<file path="src/rtl/rea_pkg.sv">
// Shared types and constants for the reprojection error accumulator
`timescale 1ns / 1ps
package rea_pkg;
  localparam int FRAC_BITS      = 16;
  localparam int CAM_WORDS      = 21;
  localparam int T_BASE         = 9;
  localparam int K_BASE         = 12;
  localparam int ZERO_DEPTH_DEN = 100000;
  localparam int ZERO_DEPTH_LIM = ((1 << FRAC_BITS) - 1) / ZERO_DEPTH_DEN + 1;
  localparam int NUM_W          = 33 + FRAC_BITS;
  localparam int DCNT_W         = $clog2(NUM_W);

  localparam logic OP_LOAD = 1'b0;
  localparam logic OP_OBS  = 1'b1;

  typedef struct packed {
    logic               op;
    logic [4:0]         word_index;
    logic signed [31:0] word_value;
    logic signed [31:0] point_x;
    logic signed [31:0] point_y;
    logic signed [31:0] point_z;
    logic signed [31:0] corner_u;
    logic signed [31:0] corner_v;
    logic               last_obs;
  } req_t;

  typedef struct packed {
    logic [63:0] error_sum;
    logic        zero_depth_seen;
    logic        saturated;
  } res_t;

  typedef struct packed {
    logic               kind;
    logic [4:0]         addr;
    logic signed [31:0] value;
    logic signed [31:0] px;
    logic signed [31:0] py;
    logic signed [31:0] pz;
    logic signed [31:0] cu;
    logic signed [31:0] cv;
    logic               last;
  } qent_t;
endpackage

</file>
<file path="src/rtl/rea_queue.sv">
// Two-entry queue between front and back
`timescale 1ns / 1ps
module rea_queue import rea_pkg::*; (
  input  logic  clk,
  input  logic  rst,
  input  logic  push_valid,
  input  qent_t push_data,
  output logic  push_stall,
  output logic  pop_valid,
  output qent_t pop_data,
  input  logic  pop
);
  qent_t      slots [2];
  logic       wr_ptr;
  logic       rd_ptr;
  logic [1:0] count;
  logic       do_push;

  assign push_stall = (count == 2'd2);
  assign do_push    = push_valid && !push_stall;
  assign pop_valid  = (count != 2'd0);
  assign pop_data   = slots[rd_ptr];

  always_ff @(posedge clk) begin
    if (rst) begin
      wr_ptr <= 1'b0;
      rd_ptr <= 1'b0;
      count  <= 2'd0;
    end else begin
      if (do_push) wr_ptr <= ~wr_ptr;
      if (pop) rd_ptr <= ~rd_ptr;
      count <= count + 2'(do_push) - 2'(pop);
    end
  end

  always_ff @(posedge clk) begin
    if (do_push) slots[wr_ptr] <= push_data;
  end
endmodule

</file>
<file path="config.mk">
export PLATFORM = sky130hd
export DESIGN_NAME = rea_queue
export DESIGN_NICKNAME = d
export VERILOG_FILES = /design/src/rtl/rea_pkg.sv /design/src/rtl/rea_queue.sv
export SDC_FILE = /design/constraint.sdc
export NUM_CORES = 1
export LEC_CHECK = 0
export BUFFER_PORTS_ARGS = -buffer_cell sky130_fd_sc_hd__buf_4
export CAP_MARGIN = 25
export CORE_MARGIN = 2
export CORE_UTILIZATION = 50
export CTS_BUF_LIST = sky130_fd_sc_hd__clkbuf_16
export CTS_CLUSTER_SIZE = 30
export DETAILED_ROUTE_END_ITERATION = 10
export GPL_ROUTABILITY_DRIVEN = 1
export PLACE_DENSITY = 0.81
export SLEW_MARGIN = 20
export SYNTH_ARGS = -nofsm -noshare
export SYNTH_HDL_FRONTEND = slang
export SYNTH_SLANG_ARGS = --single-unit
</file>
<file path="constraint.sdc">
create_clock -name clk -period 8.1 [get_ports clk]
set_input_delay 0.405 -clock clk [delete_from_list [all_inputs] [get_ports clk]]
set_output_delay 0.405 -clock clk [all_outputs]
set_load 0.005 [all_outputs]
</file>
==> reports/qor.csv <==
metric,value,unit
Setup Skew,0.0115,ns
GRT Resource Usage Total,0.185,
number of DRC markers in iteration 0,336,
CTS tree,done,
DP Wirelength,20400,um
Fillers,1885,
largest net degree at the start of global routing,131,
"Clk pin slew, worst setup/hold paths",0.06,ns
Die Wd,177,um
Tmin final,3.27,ns
average cell area after synthesis,23.3,um^2
worst hold stages,1,
Worst Tran Pin Value,0.994,ns
syn nets,849,
setup ws final,4.83,ns
critical path class,reg2out,
Yosys reg bits,403,
worst-path maximum fanout,71,
Switch Pwr,0.00120,W
Setup Viol. Count Final,0,
Max Fclk,305,MHz
Comb power frac,0.170,
hold crit path type,in2reg,
Final Max Slew Viols,0,
type of origin of the critical path,register,
LEAKAGE,7.55,nW
Post-CTS Hold Fix Bufs,0,
Core Region,0.0296,mm^2
DR WL/cell,20.5,um
final worst path period share,0.404,
setup TNS,0,ns
GP Congestion,0.726,
RR Startpoint,count[0]$_SDFF_PP0_,
Slew headroom,0.337,
switch share,0.225,
Die Y,177,um
"Slowest-stage cell, CP",buf_4,
Post-Syn Area,0.0150,mm^2
via-per-instance ratio,5.04,
CTS Sinks,403,
via total after detailed routing,7517,
worst path cell trace,buf_4 -> mux2_2 -> buf_4,
Critical Path Sink Type,output port,
CTS HTree Levels,2,
# IOs,404,
post-route cell area,0.0196,mm^2
Post-CTS Resized,0,
Clk pwr share,0.325,
port bufs,403,
final net count,1278,
Worst VDD drop,0.190,mV
r2r setup slk,5.11,ns
hold worst-path end,slots[1][114]$_DFFE_PP_,
setup bufs post-CTS,0,
pre-CTS setup slack,5.06,ns
row count,63,
pwr/cell area,272,mW/mm^2
die area,0.0314,mm^2
layout cells sized above 1,0.610,
r2r endpoint,slots[0][134]$_DFFE_PP_,
antenna violations before repair,2,
number of global-route vias before repair,7857,
first-pass GRT wire length,43500,um
Pre-antenna DRT Iters,4,
post-synth cell types,19,
starting density of the core,0.507,
Layout Utilization,0.663,
gr ovfl total,0,
most frequent CP cell,buf_4,
Flop pwr share,0.505,
WP data arrival,2.87,ns
Syn. warnings,0,
maximum clock path buffer count,3,
"Seq/Total Area, Yosys",0.804,
CTS Buf Count,40,
final WL,30500,um
# Max-Cap Violations,0,
clk_lat worst skew,0.51,ns
Required @ worst endpoint,7.70,ns
final hold viol count,0,
multi-input gate area in the final layout,0.00273,mm^2
post-route ant nets,0,
Reg2Reg Depth,5,
Area after DPL,0.0184,mm^2
status,finished clean,
hold_sp,push_data[114],
RSZ-0062 raised after global routing,false,
P&R area growth vs syn,30.8,%
Cells after Synth,644,
Seq. cell area,0.0121,mm^2
DRC violation count after routing,0,
internal power,0.00413,W
clk root buf,clkbuf_16,
hold slack final,0.0731,ns
Critical Path Max Stage Delay,0.88,ns
[stage by stage]
stage	cells	power, W
global route	1491	0.00553
detailed placement	1421	0.00366
floorplan	644	0.00321
CTS	1490	0.00539
global placement	1421	0.00363
finish	1492	0.00533
[synthesized netlist by cell type]
master | instances | area, um^2
nand2b_1 | 1 | 6.26
and3_1 | 1 | 6.26
a21oi_1 | 1 | 5.00
mux2_4 | 100 | 1500
xor2_1 | 1 | 8.76
nor2b_1 | 1 | 6.26
or2_2 | 1 | 6.26
mux2_2 | 99 | 1110
buf_6 | 14 | 158
o21ai_0 | 1 | 5.00
ha_1 | 2 | 25.0
xnor2_1 | 2 | 17.5
buf_2 | 8 | 40.0
nor2_1 | 3 | 11.3
nand2_1 | 1 | 3.75
inv_1 | 4 | 15.0
edfxtp_1 | 398 | 12000
or3_1 | 1 | 6.26
dfxtp_1 | 5 | 100
[worst max-delay path by stage]
stage	slack (ns)	endpoint	from	cells after the start
after floorplan	2.47	slots[1][0]$_DFFE_PP_	count[0]$_SDFF_PP0_	2
after global placement	5.05	slots[0][132]$_DFFE_PP_	push_valid	5
after detailed placement	5.06	slots[0][132]$_DFFE_PP_	push_valid	5
after CTS	4.76	pop_data[190]	register	3
after global routing	4.66	pop_data[51]	register	3
final	4.83	pop_data[1]	register	3
[layer usage]
metal,global-route usage,vias to the layer above,share of wire
li1,-,3421,-
met1,0.213,3697,0.37
met2,0.313,337,0.49
met3,0.0737,62,0.11
met4,0.0651,0,0.031
met5,0,-,0
[cell type report]
cell class / count / area share
inverter: 4 / 0.00115
tap: 390 / 0.0249
sequential: 403 / 0.615
antenna: 2 / 0.000255
clock inverter: 28 / 0.0106
clock buffer: 41 / 0.0523
multi-input combinational: 215 / 0.139
timing repair buffer: 409 / 0.157
[cells in the final DEF (no fill, tap or decap), types with 3 or more instances in the layout]
| cell type | n |
|---|---|
| buf_4 | 409 |
| edfxtp_1 | 398 |
| mux2_4 | 100 |
| mux2_2 | 99 |
| clkbuf_16 | 41 |
| clkinv_2 | 13 |
| inv_1 | 7 |
| clkinv_1 | 6 |
| dfxtp_1 | 4 |
| nor2_1 | 3 |
| bufinv_16 | 3 |
[power groups by stage]
stage	clock (W)	sequential, W	combinational, W
global placement	0	0.00272	0.000908
global route	0.00184	0.00272	0.000974
floorplan	0	0.00276	0.000453
finish	0.00173	0.00270	0.000905
detailed placement	0	0.00274	0.000918
CTS	0.00177	0.00270	0.000922
[cells by family after synthesis]
group | share of synthesized area
adder cells (fa/ha/maj) | 0.00167
multiplexers | 0.175
XOR/XNOR | 0.00175
buffers and inverters | 0.0142
AND/OR/NAND/NOR | 0.00309
flip-flops | 0.804
AO/OA/AOI/OAI | 0.000667
[state kept, by name (all words and copies together) (netlist names), named ones only]
register / count
wr_ptr: 1
count: 2
rd_ptr: 1
slots: 398
[worst max-delay path: cells and delay by family, from the launching register on]
kind	cells	cell delay [ns]
mux	1	0.45
buf+inv	2	1.02
flops	1	0.83
Power figures use the tool's default switching activity.
