**config.mk**
```make
export PLATFORM = sky130hd
export DESIGN_NAME = rea_front
export DESIGN_NICKNAME = d
export VERILOG_FILES = /design/src/rtl/rea_pkg.sv /design/src/rtl/rea_front.sv
export SDC_FILE = /design/constraint.sdc
export NUM_CORES = 1
export LEC_CHECK = 0
export ABC_AREA = 1
export BUFFER_PORTS_ARGS = -buffer_cell sky130_fd_sc_hd__buf_2
export CORE_AREA = 2 2 156 158
export DETAILED_ROUTE_END_ITERATION = 8
export DIE_AREA = 0 0 158 160
export GPL_TIMING_DRIVEN = 1
export PLACE_DENSITY_LB_ADDON = 0.25
export SYNTH_ARGS = -nofsm -noshare
export SYNTH_HDL_FRONTEND = slang
export SYNTH_SLANG_ARGS = --single-unit
```
**constraint.sdc**
```tcl
create_clock -name clk -period 16 [get_ports clk]
set_input_delay 2.4 -clock clk [delete_from_list [all_inputs] [get_ports clk]]
set_output_delay 2.4 -clock clk [all_outputs]
set_load 0.02 [all_outputs]
```
**src/rtl/rea_pkg.sv**
```systemverilog
// Shared types and constants for the reprojection error accumulator
`timescale 1ns / 1ps
package rea_pkg;
  localparam int FRAC_BITS      = 16;
  localparam int CAM_WORDS      = 21;
  localparam int T_BASE         = 9;
  localparam int K_BASE         = 12;
  localparam int ZERO_DEPTH_DEN = 100000;
  localparam int ZERO_DEPTH_LIM = ((1 << FRAC_BITS) - 1) / ZERO_DEPTH_DEN + 1;
  localparam int NUM_W          = 33 + FRAC_BITS;
  localparam int DCNT_W         = $clog2(NUM_W);

  localparam logic OP_LOAD = 1'b0;
  localparam logic OP_OBS  = 1'b1;

  typedef struct packed {
    logic               op;
    logic [4:0]         word_index;
    logic signed [31:0] word_value;
    logic signed [31:0] point_x;
    logic signed [31:0] point_y;
    logic signed [31:0] point_z;
    logic signed [31:0] corner_u;
    logic signed [31:0] corner_v;
    logic               last_obs;
  } req_t;

  typedef struct packed {
    logic [63:0] error_sum;
    logic        zero_depth_seen;
    logic        saturated;
  } res_t;

  typedef struct packed {
    logic               kind;
    logic [4:0]         addr;
    logic signed [31:0] value;
    logic signed [31:0] px;
    logic signed [31:0] py;
    logic signed [31:0] pz;
    logic signed [31:0] cu;
    logic signed [31:0] cv;
    logic               last;
  } qent_t;
endpackage

```
**src/rtl/rea_front.sv**
```systemverilog
// Front stage: accepts beats, drops out-of-range loads, registers entries
`timescale 1ns / 1ps
module rea_front import rea_pkg::*; (
  input  logic  clk,
  input  logic  rst,
  input  logic  req_valid,
  input  req_t  req,
  output logic  req_stall,
  output logic  ent_valid,
  output qent_t ent,
  input  logic  ent_stall
);
  logic  hold_valid;
  qent_t hold;
  logic  keep;

  assign req_stall = hold_valid && ent_stall;
  assign keep      = (req.op == OP_OBS) || (req.word_index < 5'(CAM_WORDS));
  assign ent_valid = hold_valid;
  assign ent       = hold;

  always_ff @(posedge clk) begin
    if (rst) begin
      hold_valid <= 1'b0;
    end else if (!req_stall) begin
      hold_valid <= req_valid && keep;
    end
  end

  always_ff @(posedge clk) begin
    if (req_valid && !req_stall) begin
      hold.kind  <= req.op;
      hold.addr  <= req.word_index;
      hold.value <= req.word_value;
      hold.px    <= req.point_x;
      hold.py    <= req.point_y;
      hold.pz    <= req.point_z;
      hold.cu    <= req.corner_u;
      hold.cv    <= req.corner_v;
      hold.last  <= req.last_obs;
    end
  end
endmodule

```
==> flow_metrics.env, run 1 <==
export IMPL_status="complete, no violations"
export IMPL_avgSynthCellArea_um2=28.5
export IMPL_p_int_mw=0.877
export IMPL_antenna_found_initial=3
export IMPL_clock_sinks=200
export IMPL_row_count=57
export IMPL_port_buffers=403
export IMPL_fp_dieH_um=160
export IMPL_cp_end_kind="primary output"
export IMPL_io_pins=404
export IMPL_synth_edf_count=199
export IMPL_powerDensity_nw_per_um2=127
export IMPL_clk_pin_slew_ps=80
export IMPL_clockPowerShare_pct=36.6
export IMPL_setup_worst_path_class="in -> out"
export IMPL_grt_usage_pct=11.7
export IMPL_total_power_mw=1.15
export IMPL_cp_required_ps=13600
export IMPL_finalHoldViolations=0
export IMPL_p_seq_share_pct=54.0
export IMPL_cts_tree="done"
export IMPL_routabilityCongestion=0.786
export IMPL_peakVddDrop_mv=0.0555
export IMPL_synth_cell_types=8
export IMPL_synth_top_cell_by_area="edfxtp_1"
export IMPL_synth_top_area_share_pct=98.8
export IMPL_syn_area_um2=6050
export IMPL_slew_violations=0
export IMPL_start_util_pct=25.4
export IMPL_holdBufCountCts=0
export IMPL_grt_max_degree=88
export IMPL_cp_arrival_ps=2840
export IMPL_syn_num_nets=415
export IMPL_antenna_left=0
export IMPL_clockBufferDepth=2
export IMPL_nNetsFinal=839
export IMPL_path_max_fanout=2
export IMPL_post_route_min_period_ps=5240
export IMPL_p_switching_mw=0.275
export IMPL_slew_headroom_pct=28.6
export IMPL_overflow=0
export IMPL_async_flop_share_pct=0
export IMPL_grt_pass1_wl_mm=22.2
export IMPL_insertion_delay_ps=420
export IMPL_routed_via_count=3728
export IMPL_clock_fmax_ghz=0.191
export IMPL_synth_seq_cells=200
export IMPL_core_um2=23800
export IMPL_p_sw_share_pct=23.9
export IMPL_worstMarginPinSlew_ps=1070
export IMPL_worstHoldPathType="reg -> reg"
export IMPL_drtIter0Drc=137
export IMPL_cts_setup_buffers=0
export IMPL_synth_flop_cell="edfxtp_1"
export IMPL_via_per_inst=3.82
export IMPL_yosysMostFrequentCell="edfxtp_1"
export IMPL_start_kind="primary input"
export IMPL_wl_mm=15.6
export IMPL_dieWidth_um=158
export IMPL_netlist_top_cells_count="edfxtp_1 (199), inv_1 (4), nand2_1 (4)"
export IMPL_whs_ps=497
export IMPL_p_leak_nw=3.86
export IMPL_first_pass_iters=4
export IMPL_num_fill_cells=2300
export IMPL_post_route_period_util_pct=32.7
export IMPL_finClkSkew_ps=14.1
export IMPL_ys_warn_count=0
export IMPL_synthCells=212
export IMPL_detail_route_drc_violations=0
export IMPL_setup_violations=0
export IMPL_ys_seq_area_share_pct=99.1
export IMPL_htreeDepth=4
export IMPL_dieArea_um2=25300
export IMPL_combPwrFrac_pct=9.4
export IMPL_cts_root_buf="clkbuf_16"
export IMPL_area_growth_pct=50.1
export IMPL_cts_buffers=17
export IMPL_drv_cap=0
export IMPL_cts_resized=0
export IMPL_synth_area_top_cells="edfxtp_1 (99%), dfxtp_1 (0.33%), inv_1 (0.25%)"
export IMPL_layout_drive_gt1_share_pct=67.5
export IMPL_fin_tns_setup_ps=0
export IMPL_wl_per_cell_um=16.0
export IMPL_grt_pass1_vias=3978
export IMPL_dpl_hpwl_mm=12.0
export IMPL_rsz0062_at_grt="false"
[layer usage]
metal	up-vias	global-route usage, %	wire length (um)
li1	1699	-	-
met4	0	5.08	363
met1	1772	12.3	5450
met2	238	19.9	7840
met5	-	0	0
met3	19	5.75	1930
[power by group through the flow]
| stage | combinational [mW] | sequential (mW) | clock, mW |
|---|---|---|---|
| finish | 0.108 | 0.622 | 0.422 |
| CTS | 0.111 | 0.622 | 0.440 |
| floorplan | 0.0101 | 0.682 | 0 |
| global placement | 0.109 | 0.633 | 0 |
| global route | 0.116 | 0.625 | 0.461 |
| detailed placement | 0.111 | 0.634 | 0 |
[final timing paths]
check,slack (ps),cells after the start,end,startpoint
setup / recovery,10760,4,req_stall,ent_stall
hold / removal,500,2,ent_valid$_SDFFE_PP0N_,ent_valid$_SDFFE_PP0N_
setup reg to reg,13350,4,ent[116]$_DFFE_PP_,ent_valid$_SDFFE_PP0N_
hold reg to reg,500,2,ent_valid$_SDFFE_PP0N_,ent_valid$_SDFFE_PP0N_
[logic make-up (layout without fill, tap and decap cells)]
kind of cell / Yosys count / after routing / synth area share (%)
other: 0 / 2 / 0
AOI/OAI and AO/OA: 2 / 2 / 0.227
buffers and inverters: 4 / 441 / 0.248
DFF: 200 / 200 / 99.1
and+or+nand+nor: 6 / 6 / 0.414
[worst max-delay path, cell delays in order]
cell     delay (ps)
buf_2            70
nand2_1          70
inv_1           120
buf_2           180
[layout by cell type, fill, tap and decap left out, types with 2 or more instances in the layout]
cell       count
buf_4          2
clkbuf_16     17
inv_1          4
diode_2        2
clkbuf_1       2
edfxtp_1     199
nand2_1        4
clkinv_4       5
inv_8          4
buf_2        403
[flip-flops by register name, summed over array words and instances, names as in the netlist]
register   count
ent_valid      1
ent          199
[layout make-up]
cell class / count / area, um2 / area share, %
Antenna cell: 2 / 5.00 / 0.0551
Multi-Input combinational cell: 8 / 46.3 / 0.510
Clock inverter: 12 / 135 / 1.49
Timing Repair Buffer: 405 / 2030 / 22.4
Sequential cell: 200 / 6000 / 66.0
Tap cell: 324 / 405 / 4.46
Inverter: 4 / 15.0 / 0.165
Clock buffer: 20 / 447 / 4.92
[per-stage QoR]
stage	setup WS, ps	area (um2)	cells	utilization (%)
after floorplan	4360	6050	212	-
after global placement	10760	8490	941	35.7
after detailed placement	10760	8490	941	35.7
after CTS	10760	9080	973	38.1
after global routing	10720	9080	974	38.1
final	10760	9080	975	38.1
Note: power is estimated with default switching activity, not from simulation.
==> run 2, diff against run 1 <==
==> constraint.sdc (replaced) <==
create_clock -name clk -period 4.3 [get_ports clk]
set_input_delay 0.645 -clock clk [delete_from_list [all_inputs] [get_ports clk]]
set_output_delay 0.645 -clock clk [all_outputs]
set_load 0.02 [all_outputs]
==> run 2 against run 1 <==
Effect of this change:
- combinational power increased to 3.8 times the previous value
- critical path depth unchanged
- first-iteration DRC count increased by 52%
- largest cell class unchanged
==> flow_metrics.env, run 2 (synthesis results as in run 1) <==
export IMPL_combPwrFrac_pct=9.6
export IMPL_insertion_delay_ps=430
export IMPL_finalHoldViolations=0
export IMPL_cts_buffers=17
export IMPL_cp_arrival_ps=1940
export IMPL_final_cell_mix="buf_2 (403), edfxtp_1 (199), clkbuf_16 (17)"
export IMPL_p_leak_nw=3.86
export IMPL_start_kind="flip-flop"
export IMPL_grt_pass1_wl_mm=22.2
export IMPL_wl_mm=15.5
export IMPL_peakVddDrop_mv=0.211
export IMPL_worstHoldPathType="in -> reg"
export IMPL_row_count=57
export IMPL_finClkSkew_ps=13.2
export IMPL_fp_dieH_um=160
export IMPL_fin_tns_setup_ps=0
export IMPL_routabilityCongestion=0.828
export IMPL_cts_tree="done"
export IMPL_antenna_found_initial=5
export IMPL_clock_fmax_ghz=0.527
export IMPL_detail_route_drc_violations=0
export IMPL_via_per_inst=3.86
export IMPL_total_power_mw=4.25
export IMPL_htreeDepth=4
export IMPL_io_pins=404
export IMPL_first_pass_iters=4
export IMPL_slew_violations=0
export IMPL_clockBufferDepth=2
export IMPL_dieArea_um2=25300
export IMPL_status="complete, no violations"
export IMPL_grt_max_degree=113
export IMPL_start_util_pct=25.4
export IMPL_mostFrequentLayoutCell="buf_2"
export IMPL_final_cells=976
export IMPL_cp_end_kind="flip-flop"
export IMPL_area_growth_pct=50.1
export IMPL_path_max_fanout=87
export IMPL_p_sw_share_pct=24.8
export IMPL_p_int_mw=3.20
export IMPL_grt_pass1_vias=4071
export IMPL_antenna_left=0
export IMPL_cts_root_buf="clkbuf_16"
export IMPL_setup_worst_path_class="reg -> reg"
export IMPL_final_core_util_pct=38.1
export IMPL_drv_cap=0
export IMPL_placed_cells=941
export IMPL_clock_sinks=200
export IMPL_cts_setup_buffers=0
export IMPL_p_seq_share_pct=54.3
export IMPL_cts_resized=0
export IMPL_rsz0062_at_grt="false"
export IMPL_slew_headroom_pct=27.8
export IMPL_wl_per_cell_um=15.9
export IMPL_port_buffers=403
export IMPL_clockPowerShare_pct=36.1
export IMPL_nNetsFinal=839
export IMPL_routed_via_count=3764
export IMPL_post_route_period_util_pct=44.2
export IMPL_largest_reg_flops=199
export IMPL_core_um2=23800
export IMPL_drtIter0Drc=208
export IMPL_setup_violations=0
export IMPL_layout_drive_gt1_share_pct=67.5
export IMPL_clk_pin_slew_ps=80
export IMPL_cp_required_ps=4340
export IMPL_grt_usage_pct=11.8
export IMPL_holdBufCountCts=0
export IMPL_p_switching_mw=1.05
export IMPL_dieWidth_um=158
export IMPL_dpl_hpwl_mm=11.9
export IMPL_overflow=0
export IMPL_post_route_min_period_ps=1900
export IMPL_powerDensity_nw_per_um2=468
export IMPL_worstMarginPinSlew_ps=1080
run 2: worst max-delay path, cell delays in order, from the launching register on:
cell and delay (ps):
dfxtp_1 320, nand2_1 90, inv_1 90, nor2_4 120, buf_4 800
run 2: per-layer routing:
| layer | part of all wire [%] | wire (um) | GRT usage, % | up-vias |
|---|---|---|---|---|
| li1 | - | - | - | 1707 |
| met1 | 35 | 5380 | 11.8 | 1775 |
| met2 | 50 | 7820 | 20.3 | 250 |
| met3 | 13 | 1950 | 6.24 | 28 |
| met4 | 2.4 | 369 | 4.83 | 4 |
| met5 | 0.19 | 30 | 0 | - |
run 2: worst paths after layout:
path	depth (start not counted)	slack, ps	to	from
hold / removal	2	370	ent_valid$_SDFFE_PP0N_	rst
hold reg to reg	2	500	ent_valid$_SDFFE_PP0N_	ent_valid$_SDFFE_PP0N_
setup reg to reg	4	2400	ent[100]$_DFFE_PP_	ent_valid$_SDFFE_PP0N_
setup / recovery	4	2400	ent[100]$_DFFE_PP_	ent_valid$_SDFFE_PP0N_
run 2: per-stage QoR:
step | cell area [um2] | setup slack [ps] | hold slack, ps
after global placement | 8510 | 1990 | 492
after CTS | 9070 | 2400 | 344
after global routing | 9080 | 2250 | 343
final | 9080 | 2400 | 365
after detailed placement | 8510 | 1960 | 483
after floorplan | 6060 | 33.0 | 560
run 2: power by group through the flow:
stage	Sequential (mW)	Clock, mW	Combinational (mW)
global route	2.32	1.67	0.435
CTS	2.31	1.59	0.416
floorplan	2.51	0	0.0385
detailed placement	2.36	0	0.416
finish	2.31	1.53	0.407
global placement	2.35	0	0.412
run 2: area by class of cell:
type,count,area [um2]
clock inverters,13,135
multi-input cells,8,46.3
fillers,2321,14700
repair buffers,405,2040
diodes,3,7.51
clock buffers,19,433
flip-flops and latches,200,6000
inverters,4,15.0
well taps,324,405
